===== src/hw/rtl/ils_pkg.sv =====
// Shared types and codes for the indexed list store.
// No dependencies; used by every module of the block.
`timescale 1ns / 1ps
`default_nettype none

package ils_pkg;

    typedef enum logic [2:0] {
        CMD_GET      = 3'd0,
        CMD_INS_HEAD = 3'd1,
        CMD_INS_TAIL = 3'd2,
        CMD_INS_AT   = 3'd3,
        CMD_DELETE   = 3'd4
    } cmd_t;

    typedef enum logic [1:0] {
        ST_DONE  = 2'd0,
        ST_RANGE = 2'd1,
        ST_FULL  = 2'd2
    } status_t;

    // Broadcast to every cell for one accepted command.
    typedef struct packed {
        logic ins;
        logic del;
    } cell_ctrl_t;

endpackage

`default_nettype wire


===== src/hw/rtl/ils_cell.sv =====
// One storage cell of the list: holds one entry and moves it to or from its neighbors.
// Depends on ils_pkg for the control struct.
`timescale 1ns / 1ps
`default_nettype none

module ils_cell #(
    parameter int VALUE_BITS = 16,
    parameter int CW         = 9,
    parameter int IDX        = 0
) (
    input  wire logic                  clk,
    input  wire ils_pkg::cell_ctrl_t   ctrl,
    input  wire logic [CW-1:0]         at,
    input  wire logic [VALUE_BITS-1:0] new_value,
    input  wire logic [VALUE_BITS-1:0] left_value,
    input  wire logic [VALUE_BITS-1:0] right_value,
    output logic      [VALUE_BITS-1:0] cell_value
);

    localparam logic [CW-1:0] MY_IDX = CW'(IDX);

    logic [VALUE_BITS-1:0] value_reg;
    logic [VALUE_BITS-1:0] value_next;

    always_comb
    begin
        value_next = value_reg;
        if (ctrl.ins)
        begin
            if (MY_IDX == at)
                value_next = new_value;
            else if (MY_IDX > at)
                value_next = left_value;
        end
        else if (ctrl.del)
        begin
            if (MY_IDX >= at)
                value_next = right_value;
        end
    end

    always_ff @(posedge clk)
    begin
        value_reg <= value_next;
    end

    assign cell_value = value_reg;

endmodule

`default_nettype wire


===== config.mk =====
export PLATFORM = sky130hd
export DESIGN_NAME = ils_cell
export DESIGN_NICKNAME = d
export VERILOG_FILES = /design/src/hw/rtl/ils_pkg.sv /design/src/hw/rtl/ils_cell.sv
export SDC_FILE = /design/constraint.sdc
export NUM_CORES = 1
export LEC_CHECK = 0
export BUFFER_PORTS_ARGS = -buffer_cell sky130_fd_sc_hd__buf_2
export CORE_MARGIN = 2
export CORE_UTILIZATION = 40
export DETAILED_ROUTE_END_ITERATION = 16
export GPL_ROUTABILITY_DRIVEN = 0
export HOLD_SLACK_MARGIN = 0.1
export MAX_ROUTING_LAYER = met4
export PLACE_DENSITY = 0.84
export SLEW_MARGIN = 0
export SYNTH_ARGS = -nofsm -noshare
export SYNTH_HDL_FRONTEND = slang
export SYNTH_SLANG_ARGS = --single-unit

===== constraint.sdc =====
create_clock -name clk -period 3.7 [get_ports clk]
set_clock_uncertainty 0.1 [all_clocks]
set_input_delay 0.74 -clock clk [delete_from_list [all_inputs] [get_ports clk]]
set_output_delay 0.74 -clock clk [all_outputs]
set_load 0.02 [all_outputs]

==> metrics.csv, run 1 <==
stage,metric,value,unit
synthesis,"area leader, netlist",sky130_fd_sc_hd__edfxtp_1,
worst_setup_path,type of element capturing the critical path,flip-flop,
global_routing,overflow left after global routing,0,
power,total power density per cell area,257,nW/um^2
synthesis,largest cells by area after synthesis,"sky130_fd_sc_hd__edfxtp_1 45%, sky130_fd_sc_hd__a31oi_1 9.4%, sky130_fd_sc_hd__nand4_1 9.4%",
cells_and_area,flip-flop count of the largest register after layout,16,
worst_setup_path,maximum fanout along the worst path,17,
flow_run,count of max-cap constraint violations,0,
clock_tree,CTS max path bufs,2,
cells_and_area,total area of multi-input combinational cells,495,um^2
timing,transition time at the pin with the least slew margin,1060,ps
die,core area,2500,um^2
cells_and_area,"leading cell type in the layout, fill and taps excluded",sky130_fd_sc_hd__buf_2,
placement,"worst slack, placed",1180,ps
global_routing,total routing usage reported by global routing,0.213,
power,maximum resistive drop on vdd,0.140,mV
timing,Tmin final,2250,ps
clock_tree,number of clock sinks seen by CTS,16,
synthesis,Yosys top cell area share,0.453,
power,leakage,0.575,nW
detailed_routing,count of antenna-violating nets left after detailed routing,0,
clock_tree,buffer count from post-CTS setup fixing,0,
min_path,class of the most critical hold timing path,input port to flip-flop,
cells_and_area,"commonest cells after routing, fill and taps aside","75 x sky130_fd_sc_hd__buf_2, 18 x sky130_fd_sc_hd__nor2_1, 16 x sky130_fd_sc_hd__nand4_1, 16 x sky130_fd_sc_hd__a31oi_1, 16 x sky130_fd_sc_hd__edfxtp_1",
worst_setup_path,CP arrival,2120,ps
placement,post-detailed-placement cell area,1410,um^2
cells_and_area,number of fill cells in the layout,225,
worst_setup_path,CP Class,input port to flip-flop,
clock_tree,CTS HTree Levels,1,
clock_tree,number of buffers added to fix hold violations after cts,0,
cells_and_area,area growth from synthesis to layout,35.7,%
placement,IO Port Bufs,75,
die,I/O pin total,76,
timing,Max transition margin,0.292,
min_path,launch instance of the worst min-delay path,right_value[6],
timing,total count of hold-check failures in the final report,0,
worst_setup_path,data required time at the worst endpoint,3570,ps
clock_tree,clock transition at the registers of the reported paths,90,ps
die,initial core utilization,0.424,
detailed_routing,detail-routed net length per standard cell,15.7,um
global_routing,antenna violations before repair,0,
clock_tree,TritonCTS clock tree,built,
synthesis,synthesized instance count,101,
power,post-route total power,370,uW
cells_and_area,combined flip-flop and latch cell area,480,um^2
synthesis,Syn. warnings,0,
detailed_routing,violation count after the first detailed-routing iteration,37,
global_routing,pin count of the biggest net entering global routing,34,
detailed_routing,routed vias/inst,5.88,
clock_tree,Num CTS Buffers,3,
timing,Max Slew Vio Count,0,
clock_tree,clock root cell,sky130_fd_sc_hd__clkbuf_4,
die,Die Ht,55.5,um
synthesis,average cell area after synthesis,10.5,um^2
timing,unrepaired setup endpoints after global routing,false,
timing,highest clock frequency the design can meet,0.445,GHz
timing,final worst slack,1450,ps
synthesis,cell area after synthesis,1060,um^2
worst_setup_path,start point of the critical path,at[3],
die,Total Die Area,3080,um^2
synthesis,Mapped Nets,161,
synthesis,number of register bits inferred by synthesis,16,
cells_and_area,Finished Cell Area,1440,um^2
placement,HPWL after detailed placement,2560,um
global_routing,via count of the first global-routing pass,1095,
die,Die W,55.5,um
cells_and_area,Post-layout nets,231,
die,number of core rows,18,
timing,number of setup violations in the final report,0,
clock_tree,number of gates given a new drive strength after cts,0,
timing,final total negative setup slack,0,ps
detailed_routing,routed wire length,3150,um
synthesis,portion of the post-synthesis area used by sequential elements,0.453,
detailed_routing,Initial DRT Pass Iterations,4,
cells_and_area,share of layout cells above drive strength 1,0.553,
detailed_routing,remaining routing DRC violations,0,
timing,share of the clock period used by the worst path after layout,0.607,
synthesis,number of distinct standard cells referenced by the synthesized netlist,17,
worst_setup_path,startpoint class of the critical path,input port,
detailed_routing,detailed-route via count,1176,
global_routing,global-route wire length before repair,4990,um
cells_and_area,Antenna Diode Count,0,
status,outcome,finished clean,
-- cell families (layout without fill, tap and decap cells) --
logic type | after synthesis | after routing | share of synthesized area
buffers and inverters | 13 | 82 | 0.0791
DFF | 16 | 16 | 0.453
and+or+nand+nor | 40 | 40 | 0.209
AOI/OAI and AO/OA | 32 | 32 | 0.259
-- Yosys cell counts --
cell type / instances
sky130_fd_sc_hd__edfxtp_1: 16
sky130_fd_sc_hd__clkbuf_1: 6
sky130_fd_sc_hd__o31ai_4: 1
sky130_fd_sc_hd__o31ai_2: 8
sky130_fd_sc_hd__or2_2: 1
sky130_fd_sc_hd__or4_4: 1
sky130_fd_sc_hd__buf_6: 2
sky130_fd_sc_hd__nor4_2: 2
sky130_fd_sc_hd__o31ai_1: 7
sky130_fd_sc_hd__nor3_1: 1
sky130_fd_sc_hd__or3_1: 1
sky130_fd_sc_hd__nand4_1: 16
sky130_fd_sc_hd__buf_1: 1
sky130_fd_sc_hd__buf_12: 1
sky130_fd_sc_hd__buf_2: 3
sky130_fd_sc_hd__nor2_1: 18
sky130_fd_sc_hd__a31oi_1: 16
-- path summary, 6_finish.rpt --
kind                         to  slack, ps  cells past startpoint
setup / recovery  cell_value[4]       1450                      4
hold / removal    cell_value[6]        720                      3
-- layer usage --
layer | up-vias | share of wire | track usage
li1 | 553 | - | -
met1 | 546 | 0.36 | 0.222
met2 | 59 | 0.54 | 0.366
met3 | 18 | 0.048 | 0.0304
met4 | 0 | 0.045 | 0.153
met5 | - | 0 | -
-- cell type report --
class	instances	area share
clock buffers	3	0.0157
clock inverters	1	0.00261
multi-input cells	72	0.345
flip-flops and latches	16	0.334
well taps	30	0.0261
repair buffers	78	0.277
-- critical path, stage by stage --
cell and delay [ps]:
sky130_fd_sc_hd__buf_2 100, sky130_fd_sc_hd__or3_1 680, sky130_fd_sc_hd__nor4_2 310, sky130_fd_sc_hd__buf_4 280
-- power by group --
group	leakage (nW)	switching [mW]	internal, mW
combinational	0.411	0.0434	0.0365
clock	0.0154	0.0503	0.0391
sequential	0.149	0.0000681	0.201
-- metrics by stage --
| stage | util | hold slack (ps) | std cells |
|---|---|---|---|
| after floorplan | - | 889 | 101 |
| after global placement | 0.565 | 1010 | 196 |
| after detailed placement | 0.565 | 1010 | 196 |
| after CTS | 0.575 | 710 | 200 |
| after global routing | 0.575 | 722 | 200 |
| final | 0.575 | 718 | 200 |
Power figures use the tool's default switching activity.
==> run 2, diff against run 1 <==
Settings changed: CORE_UTILIZATION 40 to 36, PLACE_DENSITY 0.84 to 0.8.
Clock period 3.7 ns to 1.9 ns, I/O delays scaled along.
==> run 2 against run 1 <==
Effect of this change: global-route usage shrank 4.1 points; first-iteration DRC count up 27%; non-clock buffer count increased by 9; wire length fell by 8.8%; critical path depth grew 1; combinational power rose by 110%; sequential share of layout area decreased by 1.9 points.
==> metrics.csv, run 2 (synthesis results as in run 1) <==
stage,metric,value,unit,change
status,outcome,finished clean,,
clock_tree,buffer count from post-CTS setup fixing,0,,unchanged
power,maximum resistive drop on vdd,0.296,mV,+110%
die,Die W,58.3,um,+5.0%
clock_tree,clock transition at the registers of the reported paths,80,ps,about the same
worst_setup_path,data required time at the worst endpoint,1810,ps,-1760 ps
global_routing,antenna violations before repair,0,,unchanged
detailed_routing,routed vias/inst,5.62,,-4.5%
cells_and_area,share of layout cells above drive strength 1,0.579,,+0.0257
placement,HPWL after detailed placement,2420,um,-5.2%
timing,final worst hold slack,354,ps,-364 ps
worst_setup_path,CP arrival,1660,ps,-460 ps
clock_tree,number of buffers added to fix hold violations after cts,0,,unchanged
timing,unrepaired setup endpoints after global routing,false,,
min_path,class of the most critical hold timing path,input port to flip-flop,,
timing,share of the clock period used by the worst path after layout,0.923,,
timing,transition time at the pin with the least slew margin,258,ps,-800 ps
detailed_routing,count of antenna-violating nets left after detailed routing,0,,unchanged
global_routing,pin count of the biggest net entering global routing,23,,-32%
placement,post-detailed-placement cell area,1500,um^2,+6.4%
timing,Max Slew Vio Count,0,,unchanged
global_routing,via count of the first global-routing pass,1076,,-1.7%
detailed_routing,routed wire length,2870,um,-8.8%
cells_and_area,number of fill cells in the layout,250,,+11%
timing,number of setup violations in the final report,0,,unchanged
global_routing,total routing usage reported by global routing,0.172,,-0.0414
cells_and_area,"commonest cells after routing, fill and taps aside","75 x sky130_fd_sc_hd__buf_2, 18 x sky130_fd_sc_hd__nor2_1, 16 x sky130_fd_sc_hd__nand4_1, 16 x sky130_fd_sc_hd__a31oi_1, 16 x sky130_fd_sc_hd__edfxtp_1",,
power,leakage,0.620,nW,+7.7%
worst_setup_path,CP Class,input port to flip-flop,,
clock_tree,TritonCTS clock tree,built,,
detailed_routing,detailed-route via count,1174,,-0.17%
detailed_routing,Initial DRT Pass Iterations,6,,+2
clock_tree,clock root cell,sky130_fd_sc_hd__clkbuf_4,,
clock_tree,CTS max path bufs,2,,unchanged
detailed_routing,remaining routing DRC violations,0,,unchanged
clock_tree,number of clock sinks seen by CTS,16,,unchanged
cells_and_area,Finished Cell Area,1520,um^2,+6.0%
global_routing,global-route wire length before repair,4400,um,-12%
cells_and_area,area growth from synthesis to layout,43.8,%,
cells_and_area,Post-layout nets,240,,+3.9%
timing,Tmin final,1750,ps,
cells_and_area,total area of multi-input combinational cells,504,um^2,+1.8%
timing,highest clock frequency the design can meet,0.570,GHz,
detailed_routing,detail-routed net length per standard cell,13.7,um,-13%
cells_and_area,final cell count without fillers,209,,+4.5%
worst_setup_path,type of element capturing the critical path,flip-flop,,
flow_run,count of max-cap constraint violations,0,,unchanged
die,core area,2780,um^2,+11%
placement,number of cells in the design after placement,206,,+5.1%
power,post-route total power,717,uW,+94%
die,I/O pin total,76,,unchanged
worst_setup_path,maximum fanout along the worst path,9,,-8
worst_setup_path,startpoint class of the critical path,input port,,
cells_and_area,combined flip-flop and latch cell area,480,um^2,unchanged
timing,Max transition margin,0.826,,+0.535
cells_and_area,flip-flop count of the largest register after layout,16,,unchanged
power,total power density per cell area,471,nW/um^2,+83%
clock_tree,Num CTS Buffers,3,,unchanged
clock_tree,number of gates given a new drive strength after cts,0,,unchanged
cells_and_area,"leading cell type in the layout, fill and taps excluded",sky130_fd_sc_hd__buf_2,,
die,Die Ht,58.3,um,+5.0%
cells_and_area,Antenna Diode Count,0,,unchanged
detailed_routing,violation count after the first detailed-routing iteration,47,,+27%
die,number of core rows,19,,+1
placement,IO Port Bufs,75,,unchanged
die,initial core utilization,0.381,,-0.0429
timing,total count of hold-check failures in the final report,0,,unchanged
global_routing,overflow left after global routing,0,,unchanged
die,Total Die Area,3390,um^2,+10%
clock_tree,CTS HTree Levels,1,,unchanged
==> run 2: metrics by stage <==
step           setup WS (ps)  setup TNS [ps]   util
2_1_floorplan           -449           -7190      -
3_3_place_gp            -103           -2080  0.540
3_5_place_dp            -147           -2590  0.540
4_1_cts                  152               0  0.548
5_1_grt                  117               0  0.548
6_report                 147               0  0.548
==> run 2: final timing paths <==
| kind | cells after the start | endpoint | from |
|---|---|---|---|
| max | 5 | cell_value[13] | at[6] |
| min | 3 | cell_value[1] | right_value[1] |
==> run 2: metal layers <==
metal	GRT usage	routed length [um]	share of wire	vias to the layer above
li1	-	-	-	565
met1	0.201	1080	0.38	507
met2	0.287	1440	0.50	84
met3	0.0268	271	0.094	18
met4	0.0831	80	0.028	0
met5	-	0	0	-
==> run 2: cell type report <==
| class | count | share of cell area |
|---|---|---|
| multi-input combinational | 72 | 0.331 |
| timing repair buffer | 87 | 0.314 |
| clock buffer | 3 | 0.0148 |
| tap | 31 | 0.0255 |
| sequential | 16 | 0.315 |
==> run 2: report_power, final <==
| group | internal, mW | switching (mW) | total, mW |
|---|---|---|---|
| registers | 0.391 | 0.000112 | 0.391 |
| logic | 0.0806 | 0.0850 | 0.166 |
| clock network | 0.0732 | 0.0874 | 0.161 |
==> run 2: worst max-delay path, stage by stage <==
cell	delay, ps
sky130_fd_sc_hd__buf_2	110
sky130_fd_sc_hd__or4_4	570
sky130_fd_sc_hd__buf_4	210
sky130_fd_sc_hd__o31ai_2	250
sky130_fd_sc_hd__a31oi_1	140
==> run 3, diff against run 2 <==
Settings changed: CORE_ASPECT_RATIO from default to 0.75.
==> run 3 against run 2 <==
Effect of this change: hold slack improved by 30 ps; via count grew 1.2%; largest cell class is now non-clock buffers; critical endpoint is now cell_value[1]; critical path depth unchanged; non-clock buffer count is 2 higher; combinational power is 6% higher.
==> metrics.csv, run 3 (synthesis results as in run 1) <==
stage,metric,value,unit,change
clock_tree,clock root cell,sky130_fd_sc_hd__clkbuf_8,,
clock_tree,number of buffers added to fix hold violations after cts,0,,unchanged
worst_setup_path,startpoint class of the critical path,input port,,
min_path,instance count along the most critical hold path,3,,unchanged
cells_and_area,flip-flop count of the largest register after layout,16,,unchanged
worst_setup_path,start point of the critical path,at[6],,
die,Die W,66.7,um,+14%
detailed_routing,count of antenna-violating nets left after detailed routing,0,,unchanged
clock_tree,clock transition at the registers of the reported paths,60,ps,-20 ps
worst_setup_path,number of cells on the critical path,5,,unchanged
clock_tree,TritonCTS clock tree,built,,
timing,highest clock frequency the design can meet,0.560,GHz,-1.9%
placement,"worst slack, placed",-140,ps,+7.14 ps
timing,total count of hold-check failures in the final report,0,,unchanged
cells_and_area,"commonest cells after routing, fill and taps aside","75 x sky130_fd_sc_hd__buf_2, 18 x sky130_fd_sc_hd__nor2_1, 16 x sky130_fd_sc_hd__nand4_1, 16 x sky130_fd_sc_hd__a31oi_1, 16 x sky130_fd_sc_hd__edfxtp_1",,
detailed_routing,remaining routing DRC violations,0,,unchanged
cells_and_area,"leading cell type in the layout, fill and taps excluded",sky130_fd_sc_hd__buf_2,,
worst_setup_path,crit-path cells,buf_2 -> or4_4 -> buf_4 -> o31ai_1 -> a31oi_1,,
timing,number of setup violations in the final report,0,,unchanged
worst_setup_path,slowest cell on the critical path,sky130_fd_sc_hd__or4_4,,
clock_tree,number of clock sinks seen by CTS,16,,unchanged
die,core area,2870,um^2,+3.2%
worst_setup_path,Critical Path Max Stage Delay,580,ps,about the same
global_routing,overflow left after global routing,0,,unchanged
timing,final worst slack,113,ps,-33.5 ps
detailed_routing,detail-routed net length per standard cell,13.9,um,+1.5%
global_routing,antenna violations before repair,0,,unchanged
cells_and_area,share of layout cells above drive strength 1,0.580,,+0.00146
cells_and_area,area growth from synthesis to layout,50.5,%,
timing,final worst hold slack,384,ps,+29.9 ps
die,initial core utilization,0.369,,-0.0120
global_routing,via count of the first global-routing pass,998,,-7.2%
worst_setup_path,capture point of the critical path,cell_value[1],,
worst_setup_path,CP arrival,1670,ps,about the same
timing,transition time at the pin with the least slew margin,287,ps,+29.0 ps
global_routing,total routing usage reported by global routing,0.183,,+0.0112
detailed_routing,Initial DRT Pass Iterations,4,,-2
worst_setup_path,buffers and inverters on the worst path,2,,unchanged
clock_tree,CTS max path bufs,2,,unchanged
timing,Max Slew Vio Count,0,,unchanged
die,I/O pin total,76,,unchanged
clock_tree,buffer count from post-CTS setup fixing,0,,unchanged
worst_setup_path,gate family responsible for the most delay along the worst path,simple AND/OR/NAND/NOR gates,,
die,number of core rows,17,,-2
worst_setup_path,CP Class,input port to flip-flop,,
detailed_routing,violation count after the first detailed-routing iteration,132,,+180%
detailed_routing,routed vias/inst,5.42,,-3.4%
die,Total Die Area,3400,um^2,+0.14%
min_path,class of the most critical hold timing path,input port to flip-flop,,
timing,final total negative setup slack,0,ps,unchanged
timing,unrepaired setup endpoints after global routing,false,,
worst_setup_path,maximum fanout along the worst path,6,,-3
clock_tree,Num CTS Buffers,3,,unchanged
die,Die Ht,51.0,um,-12%
cells_and_area,Antenna Diode Count,0,,unchanged
detailed_routing,detailed-route via count,1188,,+1.2%
global_routing,global-route wire length before repair,4530,um,+3.0%
placement,HPWL after detailed placement,2450,um,+0.97%
timing,Max transition margin,0.809,,-0.0178
power,leakage,0.651,nW,+5.1%
status,outcome,finished clean,,
global_routing,pin count of the biggest net entering global routing,33,,+43%
flow_run,count of max-cap constraint violations,0,,unchanged
timing,share of the clock period used by the worst path after layout,0.940,,+0.0176
power,total power density per cell area,512,nW/um^2,+8.9%
clock_tree,number of gates given a new drive strength after cts,0,,unchanged
clock_tree,CTS HTree Levels,1,,unchanged
worst_setup_path,type of element capturing the critical path,flip-flop,,
power,maximum resistive drop on vdd,0.212,mV,-28%
timing,Tmin final,1790,ps,+33.5 ps
worst_setup_path,data required time at the worst endpoint,1780,ps,-30 ps
detailed_routing,routed wire length,3050,um,+6.3%
placement,IO Port Bufs,75,,unchanged
cells_and_area,Post-layout nets,242,,+0.83%
## run 3: power by group
part | leakage, nW | total, mW | switching, mW | internal, mW
clock network | 0.0231 | 0.249 | 0.106 | 0.143
registers | 0.149 | 0.392 | 0.000140 | 0.392
logic | 0.479 | 0.176 | 0.0887 | 0.0877
## run 3: area by class of cell
type	instances	area (um^2)
Tap cell	38	47.5
Clock buffer	3	41.3
Multi-Input combinational cell	72	504
Fill cell	269	1280
Clock inverter	1	3.75
Timing Repair Buffer	89	518
Sequential cell	16	480
## run 3: how the worst min path moves through the flow
| stage | startpoint | end |
|---|---|---|
| global route | right_value[3] | cell_value[3] |
| detailed placement | right_value[8] | cell_value[8] |
| floorplan | right_value[10] | cell_value[10] |
| CTS | right_value[8] | cell_value[8] |
| global placement | right_value[4] | cell_value[4] |
| finish | right_value[8] | cell_value[8] |
## run 3: through the flow
stage / instance area, um^2 / instances / power, mW / utilization
floorplan: 1070 / 101 / 0.479 / -
global placement: 1550 / 215 / 0.571 / 0.540
detailed placement: 1550 / 215 / 0.573 / 0.540
CTS: 1600 / 219 / 0.820 / 0.556
global route: 1600 / 219 / 0.855 / 0.556
finish: 1600 / 219 / 0.817 / 0.556
## run 3: layer usage
metal  part of all wire  track usage  vias up
li1                   -            -      576
met1               0.39        0.223      537
met2               0.53        0.318       71
met3              0.076      0.00661        4
met4             0.0046       0.0816        0
met5                  0            -        -
